[src/sv/cci_pkg.sv]
// types, command codes and helpers of the coin and credit input controller
`default_nettype none
package cci_pkg;

   // one bus access
   typedef struct packed {
      logic       op;
      logic [7:0] wdata;
      logic [3:0] in0;
      logic [3:0] in1;
      logic [3:0] in2;
      logic [3:0] in3;
   } cci_req_type;

   // one access result
   typedef struct packed {
      logic [7:0] rdata;
      logic       fault;
   } cci_rsp_type;

   typedef enum logic [1:0] {
      MODE_UNKNOWN = 2'd0,
      MODE_CREDIT  = 2'd1,
      MODE_SWITCH  = 2'd2
   } cci_mode_type;

   localparam logic       OP_WRITE = 1'b0;
   localparam logic       OP_READ  = 1'b1;

   localparam logic [7:0] CMD_COINAGE   = 8'd1;
   localparam logic [7:0] CMD_CREDIT    = 8'd2;
   localparam logic [7:0] CMD_REMAP_OFF = 8'd3;
   localparam logic [7:0] CMD_REMAP_ON  = 8'd4;
   localparam logic [7:0] CMD_SWITCH    = 8'd5;

   localparam logic [2:0] COINAGE_BYTES = 3'd4;
   localparam logic [6:0] CREDIT_MAX    = 7'd99;
   localparam logic [1:0] SLOT_KEYS     = 2'd0;
   localparam logic [1:0] SLOT_JOY1     = 2'd1;
   localparam logic [1:0] SLOT_LAST     = 2'd2;

   // count (0..99) to two bcd digits; tens by reciprocal 103/1024
   function automatic logic [7:0] cci_to_bcd(input logic [6:0] count);
      logic [13:0] prod;
      logic [3:0]  tens;
      logic [6:0]  tens_x10;
      logic [6:0]  ones;
      prod     = {7'd0, count} * 14'd103;
      tens     = prod[13:10];
      tens_x10 = {tens, 3'b000} - {3'b000, tens} + {2'b00, tens, 1'b0} + {3'b000, tens};
      ones     = count - tens_x10;
      return {tens, ones[3:0]};
   endfunction

endpackage
`default_nettype wire

[src/sv/cci_engine.sv]
// architectural state and per-access decode of the controller
`default_nettype none
module cci_engine (
   input  wire logic                 clock,
   input  wire logic                 reset,
   input  wire logic                 fire,
   input  wire cci_pkg::cci_req_type req,
   output cci_pkg::cci_rsp_type      rsp
);
   import cci_pkg::*;

   cci_mode_type mode_ff, mode_in;
   logic         remap_on_ff, remap_on_in;
   logic [6:0]   credit_ff, credit_in;
   logic [2:0]   skip_ff, skip_in;
   logic [1:0]   slot_ff, slot_in;
   logic [3:0]   keys_ff, keys_in;   // key byte bits 5..2
   logic [1:0]   last_fire_ff, last_fire_in;

   logic [3:0]   keys_now;
   logic [3:0]   keys_rise;
   logic [6:0]   cnt_a, cnt_b, cnt_c, cnt_d;
   logic [1:0]   held;
   logic         sel;

   // next state and read data
   always_comb begin
      mode_in      = mode_ff;
      remap_on_in  = remap_on_ff;
      credit_in    = credit_ff;
      skip_in      = skip_ff;
      slot_in      = slot_ff;
      keys_in      = keys_ff;
      last_fire_in = last_fire_ff;
      rsp          = '0;

      keys_now  = {~req.in1[1:0], ~req.in0[3:2]};
      keys_rise = keys_now & ~keys_ff;
      cnt_a = (keys_rise[3] && credit_ff < CREDIT_MAX) ? credit_ff + 7'd1 : credit_ff;
      cnt_b = (keys_rise[2] && cnt_a < CREDIT_MAX) ? cnt_a + 7'd1 : cnt_a;
      cnt_c = (keys_rise[1] && cnt_b >= 7'd2) ? cnt_b - 7'd2 : cnt_b;
      cnt_d = (keys_rise[0] && cnt_c >= 7'd1) ? cnt_c - 7'd1 : cnt_c;

      held = ~req.in0[1:0];
      sel  = (slot_ff != SLOT_JOY1);

      if (req.op == OP_WRITE) begin
         if (skip_ff != 3'd0) begin
            skip_in = skip_ff - 3'd1;
         end else begin
            case (req.wdata)
               CMD_COINAGE:   skip_in = COINAGE_BYTES;
               CMD_CREDIT: begin
                  mode_in = MODE_CREDIT;
                  slot_in = SLOT_KEYS;
               end
               CMD_REMAP_OFF: remap_on_in = 1'b0;
               CMD_REMAP_ON:  remap_on_in = 1'b1;
               CMD_SWITCH: begin
                  mode_in = MODE_SWITCH;
                  slot_in = SLOT_KEYS;
               end
               default: ;
            endcase
         end
      end else if (mode_ff == MODE_SWITCH || mode_ff == MODE_CREDIT) begin
         slot_in = (slot_ff >= SLOT_LAST) ? SLOT_KEYS : slot_ff + 2'd1;
         if (mode_ff == MODE_SWITCH) begin
            // raw port nibbles
            if (slot_ff == SLOT_KEYS) begin
               rsp.rdata = {req.in1, req.in0};
            end else if (slot_ff == SLOT_JOY1) begin
               rsp.rdata = {req.in3, req.in2};
            end
         end else if (slot_ff == SLOT_KEYS) begin
            // coin and start edges, credits out as bcd
            credit_in = cnt_d;
            keys_in   = keys_now;
            rsp.rdata = cci_to_bcd(cnt_d);
         end else if (remap_on_ff) begin
            rsp.fault = 1'b1;
         end else begin
            // joystick with fire press edge and held flags
            rsp.rdata = {2'b00, ~held[sel], ~(held[sel] & ~last_fire_ff[sel]),
                         sel ? req.in3 : req.in2};
            last_fire_in[sel] = held[sel];
         end
      end
   end

   // state registers
   always_ff @(posedge clock) begin
      if (reset) begin
         mode_ff      <= MODE_UNKNOWN;
         remap_on_ff  <= 1'b0;
         credit_ff    <= 7'd0;
         skip_ff      <= 3'd0;
         slot_ff      <= 2'd0;
         keys_ff      <= 4'd0;
         last_fire_ff <= 2'd0;
      end else if (fire) begin
         mode_ff      <= mode_in;
         remap_on_ff  <= remap_on_in;
         credit_ff    <= credit_in;
         skip_ff      <= skip_in;
         slot_ff      <= slot_in;
         keys_ff      <= keys_in;
         last_fire_ff <= last_fire_in;
      end
   end

endmodule
`default_nettype wire

[src/sv/coin_credit_input_controller.sv]
// top level of the coin and credit input controller
//
// The req channel carries one bus access per beat: op selects a command
// byte write or a read, and the four port nibbles are sampled with it.
// The rsp channel returns exactly one beat per access: the read byte and
// the fault flag (writes return zero).
// An accepted beat lands in an input register; from there it runs
// through the decode and state update into the result register, whose
// valid flag is rsp_valid; the move waits while a stalled response holds.
// Throughput is one access per cycle while responses drain, set by the
// single state update per beat; the input register can still take a
// new request while a finished response waits, if it is empty.
// When rsp_ready is low the response holds and one more request can sit
// in the input register; req_ready then drops until the response goes.
// Reset clears both registers' valid flags and all controller state:
// mode unknown, remap off, zero credits, no coinage bytes pending.
`default_nettype none
module coin_credit_input_controller (
   input  wire logic                 clock,
   input  wire logic                 reset,
   input  wire logic                 req_valid,
   output logic                      req_ready,
   input  wire cci_pkg::cci_req_type req_data,
   output logic                      rsp_valid,
   input  wire logic                 rsp_ready,
   output cci_pkg::cci_rsp_type      rsp_data
);
   import cci_pkg::*;

   logic        in_valid_ff, in_valid_in;
   cci_req_type in_data_ff;
   logic        out_valid_ff, out_valid_in;
   cci_rsp_type out_data_ff;
   cci_rsp_type result;
   logic        advance;

   // pipeline moves when the result register is free or being drained
   assign advance      = !out_valid_ff || rsp_ready;
   assign req_ready    = !in_valid_ff || advance;
   assign in_valid_in  = req_valid || (in_valid_ff && !advance);
   assign out_valid_in = advance ? in_valid_ff : out_valid_ff;

   cci_engine u_engine (
      .clock (clock),
      .reset (reset),
      .fire  (in_valid_ff && advance),
      .req   (in_data_ff),
      .rsp   (result)
   );

   // valid flags
   always_ff @(posedge clock) begin
      if (reset) begin
         in_valid_ff  <= 1'b0;
         out_valid_ff <= 1'b0;
      end else begin
         in_valid_ff  <= req_ready ? in_valid_in : in_valid_ff;
         out_valid_ff <= out_valid_in;
      end
   end

   // payload registers
   always_ff @(posedge clock) begin
      if (req_valid && req_ready) begin
         in_data_ff <= req_data;
      end
      if (in_valid_ff && advance) begin
         out_data_ff <= result;
      end
   end

   assign rsp_valid = out_valid_ff;
   assign rsp_data  = out_data_ff;

endmodule
`default_nettype wire

[config.mk]
export PLATFORM = sky130hd
export DESIGN_NAME = coin_credit_input_controller
export DESIGN_NICKNAME = d
export VERILOG_FILES = /design/src/sv/cci_pkg.sv /design/src/sv/cci_engine.sv /design/src/sv/coin_credit_input_controller.sv
export SDC_FILE = /design/constraint.sdc
export NUM_CORES = 1
export LEC_CHECK = 0
export BUFFER_PORTS_ARGS = -buffer_cell sky130_fd_sc_hd__buf_2
export CORE_MARGIN = 2
export CORE_UTILIZATION = 66
export CTS_CLUSTER_SIZE = 25
export DETAILED_ROUTE_END_ITERATION = 8
export PLACE_DENSITY = 0.89
export SLEW_MARGIN = 20
export SYNTH_ARGS = -nofsm -noshare
export SYNTH_HDL_FRONTEND = slang
export SYNTH_SLANG_ARGS = --single-unit
[constraint.sdc]
create_clock -name clock -period 26.2 [get_ports clock]
set_input_delay 3.93 -clock clock [delete_from_list [all_inputs] [get_ports clock]]
set_output_delay 3.93 -clock clock [all_outputs]
set_load 0.01 [all_outputs]
==> results by group <==
Place
  – Post-DP Area: 0.00514 mm2
  – RePlAce Congestion: 0.934
  – Place WS: 13890 ps
  – I/O Buffers: 39
  – Post-DP HPWL: 9000 um
  – Placed cells: 664

Clock tree
  – Num Clock Sinks: 57
  – Htree depth: 3
  – Post-cts gate resize count: 0
  – Setup repair bufs after CTS: 0
  – Num CTS Buffers: 9
  – Clock transition at the registers of the reported paths: 70 ps
  – Root Buffer: clkbuf_8
  – Worst-case clock buffer depth: 2
  – CTS tree: built
  – Post-CTS Hold Buffers: 0
  – Clock Latency Late Sink: 340 ps

STA
  – Unrepaired setup endpoints after global routing: false
  – Clock Skews: 10.5 ps
  – Worst Max-Slew Pin Slew: 1060 ps
  – Final Cycle Share: 47.8%
  – Slew Limit Fails: 0
  – Worst rel slew slack: 28.6%
  – Final setup vio count: 0
  – Final hold vios: 0
  – FMAX: 79.8 MHz
  – Setup TNS: 0 ps
  – Tmin final: 12540 ps
  – Worst setup margin: 13660 ps

Critical path
  – Critical path class: reg2reg
  – Most used cell, CP: ha_1
  – Crit path required time: 26400 ps
  – CP arrival: 12740 ps
  – CP Max Fanout: 12
  – CP max-delay cell: fa_1
  – Crit end category: register
  – Crit path from: u_engine.credit_ff[0]$_SDFFE_PP0P_
  – Type of origin of the critical path: register
  – Critical R2R Capture: rsp_data[4]$_SDFFCE_PN0P_
  – Reg2reg path depth: 51
  – Worst r2r src: u_engine.credit_ff[0]$_SDFFE_PP0P_
  – Critical Path End: rsp_data[4]$_SDFFCE_PN0P_
  – CP peak stage delay: 580 ps
  – Worst reg2reg setup slack: 13660 ps

Finish
  – Final #Nets: 662
  – Storage element area: 0.00148 mm2
  – Fin util: 73.7%
  – Area Growth Syn to Fin: 8.12%
  – Final Non-Filler Cells: 680
  – # fillers: 520
  – Multi-input gate area: 0.00319 mm2
  – Finished Cell Area: 0.00535 mm2
  – Share of cells above drive strength 1: 13.9%
  – Diode count: 0

Global routing
  – Initial antenna violation count: 0
  – Total track usage: 30.2%
  – Grt ovf: 0
  – First-pass GRT wire length: 20300 um
  – Vias in the first global route: 4363
  – Largest net degree at the start of global routing: 26

Routing
  – Detailed Route Iter0 Violations: 362
  – DRC: 0
  – WL/cell: 17.8 um
  – Via count: 4460
  – Vias/cell: 6.56
  – Final ANT Viol Nets: 0
  – Drt first pass iters: 7
  – Final wirelength: 12100 um

Floorplan
  – Die footprint: 0.00820 mm2
  – Die H: 90.6 um
  – Initial Util: 68.2%
  – IO Pins: 40
  – Core Rows: 31
  – Core Region: 0.00725 mm2
  – Die Width: 90.6 um

Synthesis
  – Synth async-reset ratio: 0%
  – Synth Area in XOR/XNOR: 5.26%
  – Seq cells post-synth: 57
  – Mux cell area share after synthesis: 3.39%
  – Largest family of logic cells by synthesized area: simple AND/OR/NAND/NOR gates
  – Synth Area in Adders: 15.8%
  – Post-Synth Simple-Gate Area: 20.5%
  – Unique masters post-synth: 78
  – Post-synth EDFFs: 34
  – Compound-Gate Fraction of Synth Area: 19.6%
  – Post-Syn Instances: 550
  – Cell area after synthesis: 0.00494 mm2
  – Yosys warns: 0
  – Sequential area share after synthesis: 30.0%
  – Mapped Nets: 636
  – Top FF cell, synth: edfxtp_1
  – Syn_area_per_cell: 8.99 um2

Power and ir drop
  – Leakage: 2.18 nW
  – VDD IR max: 0.0664 mV
  – Power Dens Cells: 75.4 mW/mm2

Run
  – Max-capacitance violation count: 0

Outcome
  – Status: finished clean

Worst hold path
  – HP Class: reg2reg
[kinds of logic after synthesis]
kind of cell,Yosys count
mux,15
fa+ha+maj,57
compound gates,130
flops,57
simple gates,202
buf+inv,64
xor+xnor,25
[Yosys cell counts, types with 5 or more instances]
master / number / area share, %
nor2_1: 60 / 4.6
ha_1: 48 / 12
nand2_1: 42 / 3.2
inv_1: 40 / 3.0
edfxtp_1: 34 / 21
a21oi_1: 32 / 3.2
dfxtp_1: 23 / 9.3
nand3_1: 18 / 1.8
nor3_1: 18 / 1.8
o21ai_0: 18 / 1.8
xnor2_1: 16 / 2.8
clkbuf_1: 15 / 1.1
a211oi_1: 13 / 2.0
mux2i_1: 13 / 2.6
nor4_1: 10 / 1.3
fa_1: 9 / 3.6
and2_1: 7 / 0.89
and3_1: 6 / 0.76
or2_2: 6 / 0.76
or3_1: 6 / 0.76
xor2_1: 6 / 1.1
buf_2: 5 / 0.51
o31ai_1: 5 / 0.76
[worst min path at each step]
stage | from | to | cells past startpoint
after global routing | u_engine.skip_ff[2]$_SDFFE_PP0P_ | u_engine.skip_ff[2]$_SDFFE_PP0P_ | 2
after detailed placement | u_engine.skip_ff[2]$_SDFFE_PP0P_ | u_engine.skip_ff[2]$_SDFFE_PP0P_ | 2
final | u_engine.skip_ff[2]$_SDFFE_PP0P_ | u_engine.skip_ff[2]$_SDFFE_PP0P_ | 2
after global placement | u_engine.mode_ff[0]$_SDFFE_PP0P_ | u_engine.mode_ff[0]$_SDFFE_PP0P_ | 2
after CTS | u_engine.skip_ff[2]$_SDFFE_PP0P_ | u_engine.skip_ff[2]$_SDFFE_PP0P_ | 2
after floorplan | u_engine.mode_ff[0]$_SDFFE_PP0P_ | u_engine.mode_ff[0]$_SDFFE_PP0P_ | 2
[layout by cell type, fill, tap and decap left out, types with 4 or more instances in the layout]
cell type,netlist,layout
or3_1,6,6
fa_1,9,9
and3_1,6,6
xor2_1,6,6
nand3_1,18,18
nand2_1,42,42
xnor2_1,16,16
o41ai_1,4,4
buf_2,5,39
nand2b_1,4,4
clkbuf_8,0,11
o21ai_0,18,18
edfxtp_1,34,34
nor4_1,10,10
and2_1,7,6
a21oi_1,32,32
o31ai_1,5,5
nor3_1,18,18
a211oi_1,13,13
dfxtp_1,23,23
inv_1,40,40
nor2_1,60,60
mux2i_1,13,13
or2_2,6,6
ha_1,48,48
[metrics by stage]
stage	hold WS (ps)	power, mW
2_1_floorplan	446	0.273
3_3_place_gp	460	0.303
3_5_place_dp	477	0.313
4_1_cts	487	0.397
5_1_grt	514	0.434
6_report	489	0.403
[flip-flops by register name, summed over array words and instances (netlist names)]
name	flops
u_engine.slot_ff	2
in_data_ff	25
u_engine.skip_ff	3
u_engine.credit_ff	7
in_valid_ff	1
u_engine.remap_on_ff	1
u_engine.mode_ff	2
u_engine.last_fire_ff	2
rsp_valid	1
u_engine.keys_ff	4
rsp_data	9
[power by group]
part           leakage, nW  internal, mW  switching, mW
Clock                0.101        0.0453         0.0355
Combinational         1.56        0.0964          0.126
Sequential           0.517        0.0982        0.00201
Total                 2.18         0.240          0.163
[metal layers]
metal	track usage [%]	vias up	wire (um)	share of wire (%)
met1	37.1	2092	4960	41
met2	53.5	242	5970	49
li1	-	2083	-	-
met5	0	-	0	0
met4	11.7	0	350	2.9
met3	4.26	43	826	6.8
[area by class of cell]
type / instances / area share, %
clock buffers: 13 / 3.37
flip-flops and latches: 57 / 27.7
repair buffers: 39 / 3.65
well taps: 99 / 2.32
clock inverters: 3 / 0.398
inverters: 40 / 2.81
multi-input cells: 429 / 59.7
[worst max-delay path, delay by kind of cell, from the launching register on]
kind | cells | cell delay (ps)
AO/OA/AOI/OAI | 15 | 3320
AND/OR/NAND/NOR | 15 | 2850
flip-flops | 1 | 570
adder cells (fa/ha/maj) | 11 | 3850
XOR/XNOR | 5 | 1270
buffers and inverters | 5 | 540
Power figures use the tool's default switching activity.
